### config.mk
export PLATFORM = sky130hd
export DESIGN_NAME = motor_soft_start_protection_core
export DESIGN_NICKNAME = d
export VERILOG_FILES = /design/src/hdl/msp_pkg.sv /design/src/hdl/motor_soft_start_protection_core.sv
export SDC_FILE = /design/constraint.sdc
export NUM_CORES = 1
export LEC_CHECK = 0
export BUFFER_PORTS_ARGS = -buffer_cell sky130_fd_sc_hd__clkbuf_2
export CAP_MARGIN = 25
export CORE_MARGIN = 2
export CORE_UTILIZATION = 30
export DETAILED_ROUTE_END_ITERATION = 16
export GPL_TIMING_DRIVEN = 0
export SLEW_MARGIN = 30
export SYNTH_ARGS = -nofsm -noshare
export SYNTH_HDL_FRONTEND = slang
export SYNTH_SLANG_ARGS = --single-unit
### constraint.sdc
create_clock -name clk_i -period 21.5 [get_ports clk_i]
set_input_delay 3.225 -clock clk_i [delete_from_list [all_inputs] [get_ports clk_i]]
set_output_delay 3.225 -clock clk_i [all_outputs]
set_load 0.02 [all_outputs]
### src/hdl/msp_pkg.sv
// Package with the item types, action codes and constants of the motor soft-start block.
package msp_pkg;

  typedef enum logic [1:0] {
    ACT_TICK       = 2'd0,
    ACT_SET_TARGET = 2'd1,
    ACT_CLEAR_LOCK = 2'd2,
    ACT_ESTOP      = 2'd3
  } action_e;

  typedef enum logic [1:0] {
    FAULT_NONE = 2'd0,
    FAULT_UV   = 2'd1,
    FAULT_OC   = 2'd2
  } fault_e;

  localparam logic [1:0] REG_MIN_SUPPLY  = 2'd0;
  localparam logic [1:0] REG_MAX_CURRENT = 2'd1;
  localparam logic [1:0] REG_SAG_PERCENT = 2'd2;
  localparam logic [1:0] REG_RAMP_STEP   = 2'd3;

  localparam logic [15:0] IDLE_MIN_MV     = 16'd5000;
  localparam logic [15:0] IDLE_DEFAULT_MV = 16'd12000;
  localparam logic [15:0] UV_FLOOR_MV     = 16'd1000;
  localparam logic [12:0] STEP_MIN        = 13'd26;
  localparam logic [12:0] STEP_MAX        = 13'd5120;
  localparam logic [12:0] STEP_RESET      = 13'd512;
  localparam logic [6:0]  PCT_FULL        = 7'd100;
  localparam logic [7:0]  SAG_LIMIT_MAX   = 8'd255;

  typedef struct packed {
    action_e     action;
    logic [7:0]  target_request;
    logic [15:0] current_sample_ma;
    logic [15:0] supply_sample_mv;
    logic [15:0] idle_hint_mv;
  } msp_in_t;

  typedef struct packed {
    logic [7:0] pwm_duty;
    logic       locked_out;
    logic [1:0] fault_code;
    logic [7:0] sag_ceiling;
  } msp_out_t;

endpackage

### src/hdl/motor_soft_start_protection_core.sv
// Top level of the pump motor PWM driver with soft-start ramp and latched protection.
//
// Each item is one action: a tick with current and supply samples, a new target duty, a clear
// of the lockout or an emergency stop, and every item returns one result with the duty, the
// lockout, the fault code and the sag ceiling as they stand after that action. The block takes
// one item per cycle while the output is not stalled; an item is held in the input register and
// its result in the result register. The rate is set by the combinational state update between
// those two registers. The user must write configuration through the APB port only while no item
// is in flight; the block does not enforce this. A ramp step write is clamped to 26..5120.
module motor_soft_start_protection_core
  import msp_pkg::*;
#(
  parameter int OC_TRIP_COUNT = 3
) (
  input  logic        clk_i,
  input  logic        rst_ni,
  input  logic        in_valid_i,
  output logic        in_stall_o,
  input  msp_in_t     in_item_i,
  output logic        out_valid_o,
  input  logic        out_stall_i,
  output msp_out_t    out_item_o,
  input  logic        psel,
  input  logic        penable,
  input  logic        pwrite,
  input  logic [3:0]  paddr,
  input  logic [31:0] pwdata,
  output logic [31:0] prdata,
  output logic        pready
);

  localparam int OcW = $clog2(OC_TRIP_COUNT + 1);
  localparam logic [OcW-1:0] OcTrip = OcW'(OC_TRIP_COUNT);

  logic [15:0] min_supply_q, max_current_q;
  logic [6:0]  sag_percent_q;
  logic [12:0] ramp_step_q;
  logic [12:0] step_wr;
  logic        cfg_wr;

  assign pready = 1'b1;
  assign cfg_wr = psel && penable && pwrite;

  always_comb begin
    step_wr = pwdata[12:0];
    if (step_wr < STEP_MIN) begin
      step_wr = STEP_MIN;
    end else if (step_wr > STEP_MAX) begin
      step_wr = STEP_MAX;
    end
  end

  always_ff @(posedge clk_i or negedge rst_ni) begin
    if (!rst_ni) begin
      min_supply_q  <= 16'd0;
      max_current_q <= 16'hFFFF;
      sag_percent_q <= PCT_FULL;
      ramp_step_q   <= STEP_RESET;
    end else if (cfg_wr) begin
      case (paddr[3:2])
        REG_MIN_SUPPLY:  min_supply_q  <= pwdata[15:0];
        REG_MAX_CURRENT: max_current_q <= pwdata[15:0];
        REG_SAG_PERCENT: sag_percent_q <= pwdata[6:0];
        REG_RAMP_STEP:   ramp_step_q   <= step_wr;
        default: ;
      endcase
    end
  end

  always_comb begin
    case (paddr[3:2])
      REG_MIN_SUPPLY:  prdata = {16'd0, min_supply_q};
      REG_MAX_CURRENT: prdata = {16'd0, max_current_q};
      REG_SAG_PERCENT: prdata = {25'd0, sag_percent_q};
      REG_RAMP_STEP:   prdata = {19'd0, ramp_step_q};
      default:         prdata = 32'd0;
    endcase
  end

  // Handshake and pipeline control.
  msp_in_t  in_q;
  msp_out_t out_q, out_d;
  logic     s1_valid_q, out_valid_q;
  logic     out_ready, process, accept;

  assign out_ready   = !out_valid_q || !out_stall_i;
  assign process     = s1_valid_q && out_ready;
  assign in_stall_o  = s1_valid_q && !out_ready;
  assign accept      = in_valid_i && !in_stall_o;
  assign out_valid_o = out_valid_q;
  assign out_item_o  = out_q;

  always_ff @(posedge clk_i or negedge rst_ni) begin
    if (!rst_ni) begin
      s1_valid_q  <= 1'b0;
      out_valid_q <= 1'b0;
    end else begin
      if (accept) begin
        s1_valid_q <= 1'b1;
      end else if (process) begin
        s1_valid_q <= 1'b0;
      end
      if (process) begin
        out_valid_q <= 1'b1;
      end else if (!out_stall_i) begin
        out_valid_q <= 1'b0;
      end
    end
  end

  always_ff @(posedge clk_i) begin
    if (accept) begin
      in_q <= in_item_i;
    end
    if (process) begin
      out_q <= out_d;
    end
  end

  // Controller state.
  logic [7:0]     target_q, target_d;
  logic [15:0]    accum_q, accum_d;
  logic           lock_q, lock_d;
  fault_e         fault_q, fault_d;
  logic [7:0]     sag_q, sag_d;
  logic [15:0]    snap_q, snap_d;
  logic [OcW-1:0] oc_q, oc_d;

  always_ff @(posedge clk_i or negedge rst_ni) begin
    if (!rst_ni) begin
      target_q <= 8'd0;
      accum_q  <= 16'd0;
      lock_q   <= 1'b0;
      fault_q  <= FAULT_NONE;
      sag_q    <= SAG_LIMIT_MAX;
      snap_q   <= 16'd0;
      oc_q     <= '0;
    end else if (process) begin
      target_q <= target_d;
      accum_q  <= accum_d;
      lock_q   <= lock_d;
      fault_q  <= fault_d;
      sag_q    <= sag_d;
      snap_q   <= snap_d;
      oc_q     <= oc_d;
    end
  end

  logic [15:0]    snap_tick, eff_acc, diff, accum_down;
  logic [OcW-1:0] oc_inc;
  logic [22:0]    sup_x100, snap_scaled;
  logic [6:0]     headroom;
  logic [7:0]     sag_tick, eff;
  logic [16:0]    up_sum;
  logic [13:0]    down;
  logic           sagging;

  always_comb begin
    snap_tick = snap_q;
    if (target_q == 8'd0 && in_q.supply_sample_mv > IDLE_MIN_MV) begin
      snap_tick = in_q.supply_sample_mv;
    end
    if (snap_tick < IDLE_MIN_MV) begin
      snap_tick = (in_q.idle_hint_mv > IDLE_MIN_MV) ? in_q.idle_hint_mv : IDLE_DEFAULT_MV;
    end

    oc_inc = (oc_q < OcTrip) ? oc_q + OcW'(1) : oc_q;

    headroom    = PCT_FULL - sag_percent_q;
    sup_x100    = {7'd0, in_q.supply_sample_mv} * {16'd0, PCT_FULL};
    snap_scaled = {7'd0, snap_tick} * {16'd0, headroom};
    sagging     = (sag_percent_q <= PCT_FULL) && (sup_x100 < snap_scaled);

    if (target_q != 8'd0) begin
      sag_tick = (sagging && sag_q != 8'd0) ? sag_q - 8'd1 : sag_q;
    end else begin
      sag_tick = SAG_LIMIT_MAX;
    end

    eff        = (target_q < sag_tick) ? target_q : sag_tick;
    eff_acc    = {eff, 8'd0};
    up_sum     = {1'b0, accum_q} + {4'd0, ramp_step_q};
    down       = {ramp_step_q, 1'b0};
    diff       = accum_q - eff_acc;
    accum_down = accum_q - {2'd0, down};
  end

  always_comb begin
    target_d = target_q;
    accum_d  = accum_q;
    lock_d   = lock_q;
    fault_d  = fault_q;
    sag_d    = sag_q;
    snap_d   = snap_q;
    oc_d     = oc_q;

    case (in_q.action)
      ACT_TICK: begin
        if (lock_q) begin
          target_d = 8'd0;
          accum_d  = 16'd0;
          sag_d    = SAG_LIMIT_MAX;
        end else begin
          snap_d = snap_tick;
          if (in_q.supply_sample_mv < min_supply_q && in_q.supply_sample_mv > UV_FLOOR_MV) begin
            lock_d   = 1'b1;
            fault_d  = FAULT_UV;
            target_d = 8'd0;
            accum_d  = 16'd0;
            sag_d    = SAG_LIMIT_MAX;
          end else if (in_q.current_sample_ma > max_current_q && oc_inc >= OcTrip) begin
            oc_d     = oc_inc;
            lock_d   = 1'b1;
            fault_d  = FAULT_OC;
            target_d = 8'd0;
            accum_d  = 16'd0;
            sag_d    = SAG_LIMIT_MAX;
          end else begin
            if (in_q.current_sample_ma > max_current_q) begin
              oc_d = oc_inc;
            end else if (oc_q != '0) begin
              oc_d = oc_q - OcW'(1);
            end
            sag_d = sag_tick;
            if (accum_q < eff_acc) begin
              accum_d = (up_sum > {1'b0, eff_acc}) ? eff_acc : up_sum[15:0];
            end else if (accum_q > eff_acc) begin
              accum_d = (diff <= {2'd0, down}) ? eff_acc : accum_down;
            end
          end
        end
      end
      ACT_SET_TARGET: begin
        if (!(lock_q && in_q.target_request != 8'd0)) begin
          if (target_q == 8'd0 && in_q.target_request != 8'd0) begin
            sag_d  = SAG_LIMIT_MAX;
            snap_d = 16'd0;
          end
          target_d = in_q.target_request;
        end
      end
      ACT_CLEAR_LOCK: begin
        lock_d  = 1'b0;
        fault_d = FAULT_NONE;
        oc_d    = '0;
      end
      ACT_ESTOP: begin
        target_d = 8'd0;
        accum_d  = 16'd0;
        sag_d    = SAG_LIMIT_MAX;
      end
      default: ;
    endcase

    out_d.pwm_duty    = accum_d[15:8];
    out_d.locked_out  = lock_d;
    out_d.fault_code  = fault_d;
    out_d.sag_ceiling = sag_d;
  end

endmodule

After elaboration in Yosys (flattened, before gate mapping)

Index checks and enable logic that the tools add are counted.

$add $sub $neg: 7
Multipliers: 2
Div/mod/pow operators: 0
Magnitude comparators: 17
Equality and inequality tests: 14
Shift-type cells: 0
Mux-type cells: 51
Bitwise logic cells: 0
Reduce and logical (&&, ||, !) cells: 37

Operator list:

| kind                                                                            | count |
|---|---|
| 16-bit 2-to-1 mux                                                               | 13 |
| 32-bit case mux with 4 select lines                                             | 1 |
| 8-bit 2-to-1 mux                                                                | 12 |
| 16-bit case mux with 2 select lines                                             | 2 |
| 8-bit case mux with 3 select lines                                              | 2 |
| 16-bit by 13-bit > comparator with 1-bit output (second input constant)         | 2 |
| 16-bit > comparator                                                             | 2 |
| 16-bit less-than comparator                                                     | 2 |
| 13-bit 2-to-1 mux                                                               | 2 |
| 8-bit nonzero test                                                              | 3 |
| 23-bit less-than comparator                                                     | 1 |
| 16-bit by 7-bit multiplier with 23-bit output                                   | 1 |
| 16-bit by 5-bit multiplier with 21-bit output (second input constant)           | 1 |
| 2-bit 2-to-1 mux                                                                | 9 |
| 16-bit by 13-bit adder with 17-bit output                                       | 1 |
| 17-bit by 16-bit > comparator with 1-bit output                                 | 1 |
| 16-bit by 10-bit > comparator with 1-bit output (second input constant)         | 1 |
| 16-bit by 14-bit <= comparator with 1-bit output                                | 1 |
| 16-bit by 13-bit less-than comparator with 1-bit output (second input constant) | 1 |
| 16-bit by 14-bit subtractor with 16-bit output                                  | 1 |
| 16-bit subtractor                                                               | 1 |
| 13-bit > comparator (second input constant)                                     | 1 |
| 13-bit by 5-bit less-than comparator with 1-bit output (second input constant)  | 1 |
| 1-bit logical AND                                                               | 12 |
| other kinds (27)                                                                | 54 |

Register bits: 184
Bits in latches: 0
RAM bits: 0
ROM bits: 0
Output and inout bits: 54
Logic and storage cells: 151
Memories: 0

Logic depth before layout (Yosys ltp)

Gate-level depths: netlist (run 1).

Word-level depth: 22
Gate-level depth with buffers: 73
Depth with buffers taken out: 68

Least setup slack after synthesis (run 1)

Ideal clock, no wire load.

Path kind: register to register
From: reg in_q[19] (netlist bit)
To: reg out_q (netlist bit out_item_o[17]), data pin
Arrival: 13.850 ns
Data required time: 21.239 ns
Setup slack: 7.389 ns
Stages on the path, launching flop included: 70
Path buffers: 4
Clock period less this slack: 14.111 ns
Cells stage by stage: edfxtp_1 nor4_1 o211ai_1 a2111oi_2 and3_1 or2_2 clkbuf_1 clkbuf_1 a21oi_1 a31oi_1 nor2_1 fa_1 inv_1 fa_1 inv_1 fa_1 inv_1 fa_1 (+34 left out) ha_1 inv_1 ha_1 or2b_1 xor2_1 ha_1 nor2b_1 o21ai_0 nand2b_1 a21oi_1 nand2b_1 o21ai_0 o211ai_1 or4_4 buf_6 o22ai_1 o311a_1 o21ai_1

Word-level cells in the longest chain between the ends: 22
Elaborated cells on any way between the ends: 30
Those cells by class: add/sub (1); mul (2); order compare (10); mux (13); reduce/logical (4)

Ends and longest elaborated chain:

| item                                                    | RTL line                                | source |
|---|---|---|
| start, declared                                         | motor_soft_start_protection_core.sv:81  | `msp_in_t in_q;` |
| start signal, assigned                                  | motor_soft_start_protection_core.sv:113 | `in_q <= in_item_i;` |
| 16-bit by 13-bit > comparator with 1-bit output         | motor_soft_start_protection_core.sv:160 | `if (target_q == 8'd0 && in_q.supply_sample_mv > IDLE_MIN_MV) begin` |
| 1-bit logical AND                                       | motor_soft_start_protection_core.sv:160 |  |
| 16-bit 2-to-1 mux                                       | motor_soft_start_protection_core.sv:160 |  |
| 16-bit by 13-bit less-than comparator with 1-bit output | motor_soft_start_protection_core.sv:163 | `if (snap_tick < IDLE_MIN_MV) begin` |
| 16-bit 2-to-1 mux                                       | motor_soft_start_protection_core.sv:163 |  |
| 16-bit by 7-bit multiplier with 23-bit output           | motor_soft_start_protection_core.sv:171 | `snap_scaled = {7'd0, snap_tick} * {16'd0, headroom};` |
| 23-bit less-than comparator                             | motor_soft_start_protection_core.sv:172 | `sagging = (sag_percent_q <= PCT_FULL) && (sup_x100 < snap_scaled);` |
| 1-bit logical AND                                       | motor_soft_start_protection_core.sv:172 |  |
| (+7 left out)                                           | --                                      |  |
| 16-bit 2-to-1 mux                                       | motor_soft_start_protection_core.sv:228 | `accum_d = (diff <= {2'd0, down}) ? eff_acc : accum_down;` |
| 16-bit 2-to-1 mux                                       | motor_soft_start_protection_core.sv:227 | `end else if (accum_q > eff_acc) begin` |
| 16-bit 2-to-1 mux                                       | motor_soft_start_protection_core.sv:225 | `if (accum_q < eff_acc) begin` |
| 16-bit 2-to-1 mux                                       | motor_soft_start_protection_core.sv:211 | `end else if (in_q.current_sample_ma > max_current_q && oc_inc >= OcTrip) begin` |
| 16-bit 2-to-1 mux *                                     | motor_soft_start_protection_core.sv:205 | `if (in_q.supply_sample_mv < min_supply_q && in_q.supply_sample_mv > UV_FLOOR_MV) begin` |
| 16-bit 2-to-1 mux *                                     | motor_soft_start_protection_core.sv:199 | `if (lock_q) begin` |
| 16-bit case mux with 2 select lines *                   | motor_soft_start_protection_core.sv:197 | `case (in_q.action)` |
| via accum_d[14]                                         | motor_soft_start_protection_core.sv:122 | `logic [15:0] accum_q, accum_d;` |
| end signal, assigned                                    | motor_soft_start_protection_core.sv:116 | `out_q <= out_d;` |
| end, declared                                           | motor_soft_start_protection_core.sv:82  | `msp_out_t out_q, out_d;` |

Mark *: on every way through the listed nets, which the timed path passes. The rest lies on a longest branch. The select of a mux whose other input is x is not followed.
A chain may end at the register's enable or synchronous reset.

Worst setup path in the final report (run 1)

From: reg in_q[19] (netlist bit)
To: reg out_q (netlist bit out_item_o[14]), data pin

The elaborated chain is that of the path after synthesis.

==> results.ini, run 1 <==
[run_status]
status=finished, violations left
failed_checks=design-rule violations

[sta]
tightest_slew_ns=1.01
layout_setup_ws_ns=3.17
hold_violations=0
rsz0062_at_grt=no
slew_headroom=0.327
setup_viol=0
fin_crit_sh=0.852
tns_ns=0
fin_crit_ns=18.33
drv_slew=0
fmax_mhz=54.6
fin_skew_ns=0.0192

[setup_path]
r2r_slack_ns=3.17
cp_common_cell=inv_1
ff2ff_path_depth=68
reg2reg_from=in_q[19]
critPathArrivalTime_ns=18.55
path_max_fanout=10
r2r-end=out_item_o[14]
crit_type=flop to flop
critPathSlowestCell=a31oi_1
worstPathRequired_ns=21.72
worst_path_largest_cell_delay_ns=0.76
end_kind=flop
setup.worst_path.start_class=flop

[clocking]
cts_buffers=17
insertion_delay_ns=0.50
cts_resized=0
cts.sinks=184
cts_max_level=4
path_clk_slew_ns=0.07
postCtsSetupBuffers=0
cts-root-buf=clkbuf_16
cts_tree=built
cts_hold_buf=0
clockBufferDepth=2

[die]
dieArea_um2=61800
pin_count=155
initial_utilization=0.304
num_rows=89
die-height_um=249
die_w_um=249
core-area_um2=59100

[placed_design]
gp_congestion=0.930
place_ws_ns=3.53
portBuffers=118
hpwlAfterDp_um=43000

[logic_synthesis]
ys_types=94
synth_area_um2=17900
synth_top_area_frac=0.158
synthArstFlopShare=0.582
synth_edf_count=77
netlist_instances=1972
syn_area_per_cell_um2=9.10
ys_seq_area_frac=0.280
synth_area_leaders=ha_1 16%, edfxtp_1 13%, dfrtp_1 11%, fa_1 9.1%, inv_1 5.3%
ys_warn_count=0
ys.flop_type=dfrtp_1
synth_area_leader_cell=ha_1
ys_seq_elements=184

[worst_hold_path]
hold_depth=2
min_from=oc_q[1]
hold_path_end=oc_q[1]
hp-class=flop to flop

[routing]
drt_iter0_drc=1113
totalWireLength_um=53100
post_drt_via_cell_ratio=5.20
via_count=15100
antenna_left=0
wl_per_cell_um=18.2
drc=4
firstDrtPassIters=13

[finish]
areaGrowthSynthToFinish_pct=12.6
nNetsFinal=2537
drive_above_1_share=0.136
antenna_cells=0
mostFrequentLayoutCells=252 x inv_1, 227 x ha_1, 172 x nand2_1
layout_commonest_cell=inv_1

[grt]
grt-ovfl-total=0
antenna_found_initial=0
grt_util_all_layers=0.174
grt_max_degree=74
grt_pass1_vias=15400
grt_pass1_wl_um=84700

[job]
maxCapViolations=0

worst max-delay path by stage:
stage	start	endpoint	slack, ns
4_1_cts	in_q[19]	out_item_o[14]	3.45
3_5_place_dp	in_q[19]	out_item_o[14]	3.53
2_1_floorplan	in_q[19]	out_item_o[17]	7.39
5_1_grt	in_q[19]	out_item_o[15]	2.07
3_3_place_gp	in_q[19]	out_item_o[15]	3.66
6_report	in_q[19]	out_item_o[14]	3.17
cell type report:
class / count / area (µm²)
tap: 773 / 967
clock buffer: 22 / 454
inverter: 253 / 950
timing repair buffer: 121 / 662
fill: 6050 / 38900
clock inverter: 10 / 95.1
sequential: 184 / 5020
buffer: 75 / 362
multi-input combinational: 1475 / 11700
state kept, by name, summed over array words and instances (netlist names), 13 cells and up:
| register | flops |
|---|---|
| out_item_o | 19 |
| snap_q | 16 |
| min_supply_q | 16 |
| in_q | 58 |
| ramp_step_q | 13 |
| accum_q | 16 |
| max_current_q | 16 |
cells by family (layout without fill, tap and decap cells):
logic type                 count (synthesis)  count (layout)  synth area share
buffers and inverters                    328             481            0.0731
adders and majority gates                310             310             0.250
DFF                                      184             184             0.280
xor gates and xnor gates                  68              68            0.0342
AOI/OAI and AO/OA                        472             472             0.182
and+or+nand+nor                          569             569             0.152
other                                      2              17          0.000418
muxes                                     39              39            0.0279
critical path, delay by kind of cell, from the launching register on:
kind	cells	cell delay [ns]
compound gates	27	7.02
fa+ha+maj	10	3.55
buf+inv	10	1.58
mux	1	0.63
xor+xnor	1	0.17
flops	1	0.60
simple gates	19	4.44
synthesized netlist by cell type, drive strengths merged (9+ instances only):
cell type    n
a21oi       96
nand3       40
nand2b      28
nand2      173
a21boi      12
and2        15
and3        12
o21a         9
a22o        12
or2         17
o41ai       12
nor3        43
a31oi       13
nor2       163
a21o        38
clkbuf      50
o211ai      12
or3         11
o22ai       11
xor2        26
o21bai      10
edfxtp      77
buf         25
nor4        16
dfstp       28
inv        252
o21ai      135
o31ai       19
xnor2       42
a211oi      29
fa          82
dfrtp       79
mux2i       14
ha         227
mux2        18
nor2b       11
nand4       21
metrics by stage:
stage                util  hold WS, ns  instances  area, µm²
global placement    0.331        0.461       2878      19600
detailed placement  0.332        0.467       2881      19700
CTS                 0.342        0.485       2913      20200
global route        0.342        0.521       2913      20200
finish              0.342        0.483       2913      20200
floorplan               -        0.449       1987      18000
per-layer routing:
layer / track usage / vias up / share of wire
met5: 0 / - / 0
met4: 0.0549 / 0 / 0.024
met3: 0.0346 / 84 / 0.055
met2: 0.297 / 430 / 0.48
met1: 0.221 / 7421 / 0.44
li1: - / 7212 / -
Power of run 1 is left out: the tool's default activity adds up to more than one toggle a clock period on the data nets, which glitch-free logic cannot reach.
==> run 2: changes to the inputs <==
--- a/config.mk
+++ b/config.mk
@@ -6,11 +6,11 @@
 export NUM_CORES = 1
 export LEC_CHECK = 0
 export BUFFER_PORTS_ARGS = -buffer_cell sky130_fd_sc_hd__clkbuf_2
-export CAP_MARGIN = 25
 export CORE_MARGIN = 2
-export CORE_UTILIZATION = 30
+export CORE_UTILIZATION = 55
 export DETAILED_ROUTE_END_ITERATION = 16
 export GPL_TIMING_DRIVEN = 0
+export PLACE_DENSITY = 0.74
 export SLEW_MARGIN = 30
 export SYNTH_ARGS = -nofsm -noshare
 export SYNTH_HDL_FRONTEND = slang
==> run 2 against run 1 <==
  * The run now ends clean
  * Critical path type unchanged
  * Routed wire length down 11%
  * Sequential share of layout area up 0.47 points
  * Worst setup slack better by 0.50 ns
  * Fmax up 2.8%
  * Critical path depth down 3
  * Flip-flop and latch count unchanged
  * First-iteration DRC count up 23%
  * Non-clock buffer count down 1
==> results.ini, run 2 (synthesis results as in run 1) <==
[setup_path]
end_kind=flop
worst_path_largest_cell_delay_ns=0.77
setup.worst_path.start_class=flop
worstPathRequired_ns=21.67
critPathArrivalTime_ns=18.00
path_max_fanout=10
ff2ff_path_depth=65
crit_type=flop to flop
cp_common_cell=o21ai_0
critPathSlowestCell=o21ai_0

[clocking]
cts_resized=0
cts_tree=built
insertion_delay_ns=0.46
cts-root-buf=clkbuf_16
clockBufferDepth=2
postCtsSetupBuffers=0
cts_buffers=17
path_clk_slew_ns=0.07
cts_max_level=4
cts_hold_buf=0
cts.sinks=184

[die]
initial_utilization=0.554
dieArea_um2=34100
die_w_um=185
core-area_um2=32400
num_rows=66
die-height_um=185
pin_count=155

[sta]
fin_crit_ns=17.83
slew_headroom=0.333
fin_crit_sh=0.829
hold_violations=0
tightest_slew_ns=0.990
tns_ns=0
setup_viol=0
fin_skew_ns=0.0167
fmax_mhz=56.1
rsz0062_at_grt=no
drv_slew=0

[routing]
totalWireLength_um=47400
firstDrtPassIters=5
antenna_left=0
via_count=15300
drt_iter0_drc=1370
drc=0
post_drt_via_cell_ratio=5.91
wl_per_cell_um=18.4

[grt]
grt_util_all_layers=0.287
grt_pass1_wl_um=76000
grt_max_degree=73
grt-ovfl-total=0
grt_pass1_vias=14800
antenna_found_initial=0

[finish]
areaGrowthSynthToFinish_pct=10.5
drive_above_1_share=0.135
largest_reg_flops=58
layout_commonest_cell=inv_1
nNetsFinal=2536
mostFrequentLayoutCells=252 x inv_1, 227 x ha_1, 172 x nand2_1
antenna_cells=0
largest_register=in_q

[placed_design]
gp_congestion=0.962
portBuffers=118
hpwlAfterDp_um=38000

[run_status]
status=finished clean

[worst_hold_path]
hp-class=flop to flop
hold_depth=1

[job]
maxCapViolations=0

==> run 2: changes by cell type in the layout (fill, tap and decap cells not counted), sizes merged <==
cell,before,now
buf,28,27
clkbuf,190,185
clkinv,5,6
clkinvlp,1,2
inv,256,259
==> run 2: routing by layer <==
metal | vias up | part of all wire | GRT usage
li1 | 7196 | - | -
met1 | 7402 | 0.43 | 0.383
met2 | 568 | 0.48 | 0.485
met3 | 88 | 0.062 | 0.0369
met4 | 0 | 0.026 | 0.0908
met5 | - | 0 | 0
==> run 2: cell type report <==
class	instances	area (µm²)
fill	2811	12500
multi-input combinational	1475	11700
sequential	184	5020
inverter	253	950
timing repair buffer	120	654
tap	442	553
clock buffer	17	425
buffer	75	362
clock inverter	15	184
==> run 2: critical path: cells and delay by family (launching register included) <==
family,cells,cell delay (ns)
AOI/OAI and AO/OA,29,7.66
and+or+nand+nor,16,4.10
adders and majority gates,9,3.56
buffers and inverters,10,1.43
DFF,1,0.58
xor gates and xnor gates,1,0.14
==> run 2: path summary, 6_finish.rpt <==
check	start	end	slack, ns
min in group asynchronous	rst_ni	accum_q[1]	2.67
max in group asynchronous	rst_ni	max_current_q[12]	18.11
worst min register to register	s1_valid_q	out_valid_o	0.49
worst min-delay path	s1_valid_q	out_valid_o	0.49
worst max register to register	in_q[19]	out_item_o[14]	3.67
worst max-delay path	in_q[19]	out_item_o[14]	3.67
==> run 2: through the flow <==
step | hold WS [ns] | instances | area (µm²) | setup slack (ns) | util
final | 0.489 | 2581 | 19800 | 3.67 | 0.613
after global routing | 0.527 | 2581 | 19800 | 2.34 | 0.613
after CTS | 0.497 | 2581 | 19800 | 3.85 | 0.613
after detailed placement | 0.474 | 2549 | 19200 | 3.92 | 0.594
after global placement | 0.465 | 2547 | 19100 | 4.26 | 0.592
after floorplan | 0.449 | 1987 | 18000 | 7.39 | -
Power of run 2 is left out for the same reason.
